$ cat config.mk
export PLATFORM = sky130hd
export DESIGN_NAME = wheel_odometer_speedometer
export DESIGN_NICKNAME = d
export VERILOG_FILES = /design/src/sv/wos_pkg.sv /design/src/sv/wos_odo.sv /design/src/sv/wos_div.sv /design/src/sv/wheel_odometer_speedometer.sv
export SDC_FILE = /design/constraint.sdc
export NUM_CORES = 1
export LEC_CHECK = 0
export ABC_AREA = 1
export ABC_CLOCK_PERIOD_IN_PS = 6400
export BUFFER_PORTS_ARGS = -buffer_cell sky130_fd_sc_hd__buf_2
export CORE_ASPECT_RATIO = 1.75
export CORE_MARGIN = 8
export CORE_UTILIZATION = 50
export DETAILED_ROUTE_END_ITERATION = 7
export PLACE_DENSITY = 0.71
export RECOVER_POWER = 50
export SYNTH_ARGS = -nofsm -noshare
export SYNTH_HDL_FRONTEND = slang
export SYNTH_SLANG_ARGS = --single-unit
$ cat constraint.sdc
create_clock -name clock -period 6.4 [get_ports clock]
set_clock_uncertainty 0.05 [all_clocks]
set_input_delay 0.64 -clock clock [delete_from_list [all_inputs] [get_ports clock]]
set_output_delay 0.64 -clock clock [all_outputs]
set_load 0.02 [all_outputs]
$ cat src/sv/wos_pkg.sv
// shared constants, types and helpers for the wheel odometer and speedometer
package wos_pkg;

   localparam int INTERVAL_BITS_DEFAULT = 12;
   localparam int SPEED_BITS = 16;
   localparam int CIRC_BITS = 8;
   localparam int CSR_INDEX_BITS = 1;

   localparam logic [CSR_INDEX_BITS-1:0] CSR_CIRCUMFERENCE = 1'b0;
   localparam logic [CSR_INDEX_BITS-1:0] CSR_SPEED = 1'b1;

   localparam logic [CIRC_BITS-1:0] CIRCUMFERENCE_RESET = 8'd88;
   localparam logic [SPEED_BITS-1:0] SPEED_RESET = 16'd5000;

   localparam logic [12:0] MILE_FEET = 13'd5280;
   localparam logic [12:0] EIGHTH_MILE = 13'd660;
   localparam logic [8:0] FOOT_INCHES = 9'd12;
   // 683 / 8192 is close enough to 1/12 for sums below 267
   localparam logic [9:0] RECIP_TWELVE = 10'd683;
   localparam int RECIP_SHIFT = 13;

   typedef struct packed {
      logic [3:0] inches;
      logic [12:0] feet;
      logic [15:0] miles;
      logic [7:0] leds;
   } odo_result_type;

   typedef struct packed {
      logic busy;
      logic done;
   } div_status_type;

   // whole feet in a sum of inches (sum at most 266)
   function automatic logic [4:0] feet_from_inches(input logic [8:0] total);
      logic [18:0] prod;
      prod = total * RECIP_TWELVE;
      return prod[RECIP_SHIFT+4:RECIP_SHIFT];
   endfunction

endpackage

$ cat src/sv/wos_odo.sv
// odometer stores: inch carry, feet, miles and the eighth-mile bar
module wos_odo (
   input  logic                              clock,
   input  logic                              reset,
   input  logic                              update,
   input  logic [wos_pkg::CIRC_BITS-1:0]     circumference,
   output wos_pkg::odo_result_type           result
);
   import wos_pkg::*;

   logic [3:0]  inch_ff, inch_in;
   logic [12:0] feet_ff, feet_in;
   logic [15:0] mile_ff, mile_in;
   logic [12:0] bar_ff, bar_in;
   logic [7:0]  leds_ff, leds_in;

   logic [8:0]  total;
   logic [4:0]  new_feet;
   logic [8:0]  used_inches;
   logic [12:0] feet_sum;
   logic [12:0] bar_sum;
   logic        bar_over;

   always_comb begin
      total = {5'd0, inch_ff} + {1'b0, circumference};
      new_feet = feet_from_inches(total);
      used_inches = total - 9'(new_feet * FOOT_INCHES);
      inch_in = used_inches[3:0];
      feet_sum = feet_ff + {8'd0, new_feet};
      if (feet_sum >= MILE_FEET) begin
         feet_in = feet_sum - MILE_FEET;
         mile_in = mile_ff + 16'd1;
      end else begin
         feet_in = feet_sum;
         mile_in = mile_ff;
      end
      bar_sum = bar_ff + {8'd0, new_feet};
      bar_over = bar_sum > MILE_FEET;
      bar_in = bar_over ? 13'd0 : bar_sum;
      // one led per eighth mile, filling from the top bit
      for (int j = 0; j < 8; j++) begin
         leds_in[7-j] = !bar_over && (bar_sum > 13'(j * EIGHTH_MILE));
      end
   end

   always_ff @(posedge clock) begin
      if (reset) begin
         inch_ff <= '0;
         feet_ff <= '0;
         mile_ff <= '0;
         bar_ff <= '0;
         leds_ff <= '0;
      end else if (update) begin
         inch_ff <= inch_in;
         feet_ff <= feet_in;
         mile_ff <= mile_in;
         bar_ff <= bar_in;
         leds_ff <= leds_in;
      end
   end

   assign result.inches = inch_ff;
   assign result.feet = feet_ff;
   assign result.miles = mile_ff;
   assign result.leds = leds_ff;

   a_feet_in_mile: assert property (@(posedge clock) disable iff (reset)
      feet_ff < MILE_FEET)
      else $error("foot count reached a full mile");

   a_bar_dark_when_empty: assert property (@(posedge clock) disable iff (reset)
      update && (bar_in == 13'd0) |=> leds_ff == 8'd0)
      else $error("bar lit with no feet counted");

endmodule

$ cat src/sv/wos_div.sv
// restoring serial divider, one quotient bit per cycle, saturated to 8 bits
module wos_div #(
   parameter int INTERVAL_BITS = wos_pkg::INTERVAL_BITS_DEFAULT
) (
   input  logic                              clock,
   input  logic                              reset,
   input  logic                              start,
   input  logic [wos_pkg::SPEED_BITS-1:0]    dividend,
   input  logic [INTERVAL_BITS-1:0]          divisor,
   output wos_pkg::div_status_type           status,
   output logic [7:0]                        quotient
);
   import wos_pkg::*;

   localparam int STEP_BITS = $clog2(SPEED_BITS);
   localparam logic [STEP_BITS-1:0] STEP_LAST = STEP_BITS'(SPEED_BITS - 1);

   logic [INTERVAL_BITS-1:0] rem_ff, rem_in;
   logic [SPEED_BITS-1:0]    quo_ff, quo_in;
   logic [INTERVAL_BITS-1:0] divisor_ff;
   logic [STEP_BITS-1:0]     step_ff;
   logic                     busy_ff, done_ff;

   logic [INTERVAL_BITS:0]   trial;
   logic [INTERVAL_BITS:0]   diff;

   always_comb begin
      trial = {rem_ff, quo_ff[SPEED_BITS-1]};
      diff = trial - {1'b0, divisor_ff};
      // no borrow means the divisor fits: keep the difference
      if (!diff[INTERVAL_BITS]) begin
         rem_in = diff[INTERVAL_BITS-1:0];
         quo_in = {quo_ff[SPEED_BITS-2:0], 1'b1};
      end else begin
         rem_in = trial[INTERVAL_BITS-1:0];
         quo_in = {quo_ff[SPEED_BITS-2:0], 1'b0};
      end
   end

   always_ff @(posedge clock) begin
      if (reset) begin
         busy_ff <= 1'b0;
         done_ff <= 1'b0;
         step_ff <= '0;
      end else begin
         done_ff <= 1'b0;
         if (start) begin
            busy_ff <= 1'b1;
            step_ff <= '0;
         end else if (busy_ff) begin
            step_ff <= step_ff + 1'b1;
            if (step_ff == STEP_LAST) begin
               busy_ff <= 1'b0;
               done_ff <= 1'b1;
            end
         end
      end
   end

   always_ff @(posedge clock) begin
      if (start) begin
         rem_ff <= '0;
         quo_ff <= dividend;
         divisor_ff <= divisor;
      end else if (busy_ff) begin
         rem_ff <= rem_in;
         quo_ff <= quo_in;
      end
   end

   // zero divisor gives all ones, which saturates as well
   assign quotient = (|quo_ff[SPEED_BITS-1:8]) ? 8'hFF : quo_ff[7:0];
   assign status.busy = busy_ff;
   assign status.done = done_ff;

endmodule

$ cat src/sv/wheel_odometer_speedometer.sv
// top level: wheel pulse odometer and speedometer with csr port
//
//   channel | ports                      | direction | carries
//   req     | req_valid/ready            | in        | interval_ticks per pulse
//   rsp     | rsp_valid/ready            | out       | inches, feet, miles, bar, mph
//   csr     | csr_we/index/wdata         | in        | circumference, speed constant
//
// a pulse runs through the 16 steps of the serial divider (one quotient
// bit each), then the output load; the next transfer is taken only once
// the block is back in idle, so one pulse is divided at a time.
// the odometer update is done in the transfer cycle itself.
// reset is synchronous and restores the csr defaults and clears all counts.
// a result waiting on rsp_ready does not block the next pulse; a finished
// divide holds until the output register is free.
module wheel_odometer_speedometer #(
   parameter int INTERVAL_BITS = wos_pkg::INTERVAL_BITS_DEFAULT
) (
   input  logic                                clock,
   input  logic                                reset,
   input  logic                                req_valid,
   output logic                                req_ready,
   input  logic [INTERVAL_BITS-1:0]            req_interval_ticks,
   output logic                                rsp_valid,
   input  logic                                rsp_ready,
   output logic [3:0]                          rsp_inches_left,
   output logic [12:0]                         rsp_feet_count,
   output logic [15:0]                         rsp_mile_count,
   output logic [7:0]                          rsp_led_bar,
   output logic [7:0]                          rsp_speed_mph,
   input  logic                                csr_we,
   input  logic [wos_pkg::CSR_INDEX_BITS-1:0]  csr_index,
   input  logic [wos_pkg::SPEED_BITS-1:0]      csr_wdata
);
   import wos_pkg::*;

   typedef enum logic [2:0] {
      S_IDLE = 3'b001,
      S_DIV  = 3'b010,
      S_HOLD = 3'b100
   } state_type;

   state_type state_ff, state_in;

   logic [CIRC_BITS-1:0]  circ_ff;
   logic [SPEED_BITS-1:0] speed_ff;

   logic                  rsp_valid_ff, rsp_valid_in;
   odo_result_type        out_odo_ff;
   logic [7:0]            out_mph_ff;

   logic                  accept;
   logic                  out_free;
   logic                  load;
   odo_result_type        odo_result;
   div_status_type        div_status;
   logic [7:0]            div_quotient;

   assign accept = req_valid && req_ready;
   assign req_ready = (state_ff == S_IDLE);
   assign out_free = !rsp_valid_ff || rsp_ready;

   wos_odo u_odo (
      .clock         (clock),
      .reset         (reset),
      .update        (accept),
      .circumference (circ_ff),
      .result        (odo_result)
   );

   wos_div #(
      .INTERVAL_BITS (INTERVAL_BITS)
   ) u_div (
      .clock    (clock),
      .reset    (reset),
      .start    (accept),
      .dividend (speed_ff),
      .divisor  (req_interval_ticks),
      .status   (div_status),
      .quotient (div_quotient)
   );

   always_comb begin
      state_in = state_ff;
      load = 1'b0;
      unique case (state_ff)
         S_IDLE: begin
            if (accept) state_in = S_DIV;
         end
         S_DIV: begin
            if (div_status.done) begin
               if (out_free) begin
                  load = 1'b1;
                  state_in = S_IDLE;
               end else begin
                  state_in = S_HOLD;
               end
            end
         end
         S_HOLD: begin
            if (out_free) begin
               load = 1'b1;
               state_in = S_IDLE;
            end
         end
         default: state_in = S_IDLE;
      endcase
      rsp_valid_in = load ? 1'b1 : (rsp_valid_ff && !rsp_ready);
   end

   always_ff @(posedge clock) begin
      if (reset) begin
         state_ff <= S_IDLE;
         rsp_valid_ff <= 1'b0;
      end else begin
         state_ff <= state_in;
         rsp_valid_ff <= rsp_valid_in;
      end
   end

   always_ff @(posedge clock) begin
      if (load) begin
         out_odo_ff <= odo_result;
         out_mph_ff <= div_quotient;
      end
   end

   always_ff @(posedge clock) begin
      if (reset) begin
         circ_ff <= CIRCUMFERENCE_RESET;
         speed_ff <= SPEED_RESET;
      end else if (csr_we) begin
         unique case (csr_index)
            CSR_CIRCUMFERENCE: circ_ff <= csr_wdata[CIRC_BITS-1:0];
            CSR_SPEED:         speed_ff <= csr_wdata;
            default: ;
         endcase
      end
   end

   assign rsp_valid = rsp_valid_ff;
   assign rsp_inches_left = out_odo_ff.inches;
   assign rsp_feet_count = out_odo_ff.feet;
   assign rsp_mile_count = out_odo_ff.miles;
   assign rsp_led_bar = out_odo_ff.leds;
   assign rsp_speed_mph = out_mph_ff;

   a_accept_starts_divide: assert property (@(posedge clock) disable iff (reset)
      accept |=> (state_ff == S_DIV) && div_status.busy)
      else $error("transfer did not start the divider");

   a_divide_only_in_div: assert property (@(posedge clock) disable iff (reset)
      div_status.done |-> state_ff == S_DIV)
      else $error("divider finished outside the divide state");

   a_hold_means_pending: assert property (@(posedge clock) disable iff (reset)
      (state_ff == S_HOLD) |-> rsp_valid_ff && !div_status.busy)
      else $error("holding a result with the output register free");

endmodule

==> flow_metrics.py <==
metrics = {
    "die": {
        "core_area_mm2": 0.0213,
        "die_y_um": 210,
        "dieArea_mm2": 0.0266,
        "die_w_um": 127,
        "ios": 85,
        "rows": 71,
        "start_util_pct": 50.4,
    },
    "cts": {
        "cts_inserted_buffers": 17,
        "clk_pin_slew_ns": 0.08,
        "cts_hold_buffers": 0,
        "clock_latency_ns": 0.44,
        "ctsLongestPathBuffers": 2,
        "h-tree-depth": 4,
        "cts_tree": "yes",
        "cts.sinks": 177,
        "clock-root-buffer": "clkbuf_16",
    },
    "cells_and_area": {
        "ff_latch_area_mm2": 0.00432,
        "drive_gt1_share_pct": 32.4,
        "multi_input_area_mm2": 0.00669,
        "fill_cells": 1688,
        "area_growth_pct": 34.8,
        "fin_nets": 1744,
        "n_antenna_cell": 0,
    },
    "logic_synthesis": {
        "synth_edf_count": 77,
        "yosysMostFrequentCell": "nand2_1",
        "synthTopCellsByArea": "edfxtp_1 22%, dfxtp_1 19%, nand2_1 12%",
        "async_flop_share_pct": 0,
        "syn_area_mm2": 0.0108,
        "syn-num-nets": 1489,
        "synth_ff_type": "dfxtp_1",
        "avgSynthCellArea_um2": 7.90,
        "yosysTopAreaCell": "edfxtp_1",
        "yosys_warnings": 0,
        "syn_inst": 1361,
        "synth.distinct_cells": 40,
        "yosys-top-cells-count": "356 x nand2_1, 198 x inv_1, 105 x nand3_1",
        "synth.top_cell.area_share_pct": 21.5,
        "synth_seq_cells": 177,
        "synth-seq-area-share_pct": 40.1,
    },
    "timing": {
        "report.final.slew_viol_count": 12,
        "max_freq_ghz": 0.146,
        "fin_crit_ns": 6.86,
        "tightest_slew_ns": 1.63,
        "hold_viol": 0,
        "fin_ws_ns": -0.458,
        "rsz0062_at_grt": "yes",
        "finalSetupViolations": 45,
        "fin_tns_setup_ns": -16.08,
        "post-route-period-util_pct": 107,
        "relSlewSlack_pct": -9.92,
    },
    "power_and_ir_drop": {
        "total_power_uw": 7040,
        "pwr-share-comb_pct": 65.6,
        "power_density_mw_per_mm2": 486,
        "switching_share_pct": 43.7,
        "seq_power_share_pct": 19.6,
        "power.net_switching_uw": 3080,
        "p_leak_uw": 0.00637,
        "p_int_uw": 3960,
        "clockPowerShare_pct": 14.8,
        "ir_drop_mv": 0.505,
    },
    "status": {
        "violations": "max-capacitance violations, max-slew violations, negative setup slack",
        "status": "complete, but fails checks",
    },
    "setup_path": {
        "critPathMaxStageDelay_ns": 0.52,
        "cp_slowest_cell": "fa_1",
        "r2r_slack_ns": -0.46,
        "crit_type": "flop to flop",
        "r2r_end": "u_odo.mile_ff[5]",
        "startpoint": "u_odo.inch_ff[0]",
        "critPathLaunchType": "flop",
        "end_kind": "flop",
        "cp_max_fo": 7,
        "required_ns": 6.71,
        "arrival_ns": 7.17,
        "rr_worst_depth": 44,
        "r2r-start": "u_odo.inch_ff[0]",
    },
    "global_route": {
        "gr-total-overflow": 0,
        "grt_pass1_wl_um": 46500,
        "grt_usage_pct": 21.6,
        "antenna_found_initial": 0,
        "grt_max_degree": 44,
        "grt_pass1_vias": 10000,
    },
    "detailed_routing": {
        "num_vias": 10100,
        "drt_wl_total_um": 29900,
        "drtPass1Iterations": 5,
        "drtIter0Drc": 631,
        "viasPerCell": 5.38,
        "route.detailed.drc": 0,
        "avgRoutedWirePerCell_um": 15.9,
        "final_antenna_net_count": 0,
    },
    "place": {
        "gp_congestion": 0.942,
        "numPortBuffers": 84,
        "hpwl_um": 21600,
    },
    "hold_path": {
        "worstHoldPathType": "primary input to flop",
        "min_to": "u_div.divisor_ff[2]",
        "min_from": "req_interval_ticks[2]",
        "holdPathStages": 1,
    },
    "flow_run": {
        "maxCapViolCount": 1,
    },
}
==> cell families (layout without fill, tap and decap cells) <==
| group | count (synthesis) | after routing | share of synthesized area, % |
|---|---|---|---|
| AOI/OAI and AO/OA | 165 | 165 | 8.80 |
| xor gates and xnor gates | 37 | 37 | 3.01 |
| adders and majority gates | 94 | 94 | 12.5 |
| buffers and inverters | 230 | 497 | 8.33 |
| DFF | 177 | 177 | 40.1 |
| and+or+nand+nor | 658 | 659 | 27.3 |
==> placed cells by master (no fill, tap or decap), drive strengths merged <==
master,n
nor3,16
or2,4
xnor2,13
fa,22
a22o,2
o211ai,11
nand2,373
dfxtp,100
o31a,1
edfxtp,77
nand3b,5
a31oi,4
o22ai,3
clkinvlp,2
nand4,23
ha,72
nor3b,1
xor2,24
nor4,6
a21oi,60
buf,206
bufinv,1
clkinv,5
clkbuf,70
o21ai,82
inv,213
o21bai,2
nand3,118
nor2,113
==> metal layers <==
| layer | up-vias | GRT usage [%] | part of all wire [%] |
|---|---|---|---|
| met1 | 4794 | 20.7 | 35 |
| met3 | 116 | 2.94 | 3.3 |
| li1 | 4952 | - | - |
| met4 | 0 | 11.6 | 4.9 |
| met5 | - | 0 | 0 |
| met2 | 267 | 42.7 | 56 |
==> registers in the layout, indices dropped and copies added, names as in the netlist <==
signal / cells
circ_ff: 8
rsp_feet_count: 13
rsp_inches_left: 4
rsp_led_bar: 8
rsp_mile_count: 16
rsp_speed_mph: 8
rsp_valid: 1
speed_ff: 16
state_ff: 3
u_div.busy_ff: 1
u_div.divisor_ff: 12
u_div.done_ff: 1
u_div.quo_ff: 16
u_div.rem_ff: 12
u_div.step_ff: 4
u_odo.bar_ff: 13
u_odo.feet_ff: 13
u_odo.inch_ff: 4
u_odo.leds_ff: 8
u_odo.mile_ff: 16
==> what timing repair did <==
item	4_1_cts	5_1_grt
gates resized for setup	106	177
setup buffers	23	19
endpoints found under the setup margin	45	46
gates cloned	1	1
pin swaps	60	89
==> how the worst max path moves through the flow <==
| stage | end | slack (ns) |
|---|---|---|
| after floorplan | u_odo.mile_ff[8] | 0.007 |
| after global placement | u_odo.feet_ff[7] | -0.55 |
| after detailed placement | u_odo.feet_ff[7] | -0.61 |
| after CTS | u_odo.feet_ff[5] | -0.42 |
| after global routing | u_odo.feet_ff[11] | -0.77 |
| final | u_odo.mile_ff[5] | -0.46 |
==> final cells by class <==
| cell class | count | area share (%) |
|---|---|---|
| timing repair buffer | 259 | 12.3 |
| tap | 255 | 2.20 |
| inverter | 206 | 5.42 |
| sequential | 177 | 29.8 |
| multi-input combinational | 955 | 46.1 |
| clock inverter | 15 | 1.15 |
| clock buffer | 17 | 2.94 |
==> through the flow <==
| stage | instances | utilization, % | worst slack (ns) | instance area (um^2) | hold slack (ns) |
|---|---|---|---|---|---|
| final | 1884 | 68.0 | -0.458 | 14500 | 0.322 |
| after global routing | 1884 | 68.0 | -0.768 | 14500 | 0.311 |
| after CTS | 1866 | 64.4 | -0.423 | 13700 | 0.310 |
| after detailed placement | 1811 | 58.8 | -0.610 | 12500 | 0.363 |
| after global placement | 1811 | 58.8 | -0.553 | 12500 | 0.366 |
| after floorplan | 1361 | - | 0.00704 | 10900 | 0.359 |
==> power groups by stage <==
stage	registers (uW)	clock network, uW	logic [uW]
6_report	1380	1040	4620
5_1_grt	1390	1090	5070
4_1_cts	1380	1050	3900
3_5_place_dp	1400	0	3560
3_3_place_gp	1390	0	3500
2_1_floorplan	1390	0	2080
==> worst max-delay path, delay by kind of cell (launching register included) <==
kind / cells / cell delay, ns
compound gates: 5 / 0.72
xor+xnor: 2 / 0.32
fa+ha+maj: 9 / 3.03
buf+inv: 11 / 0.80
flops: 1 / 0.36
simple gates: 17 / 1.52
Power figures use the tool's default switching activity.
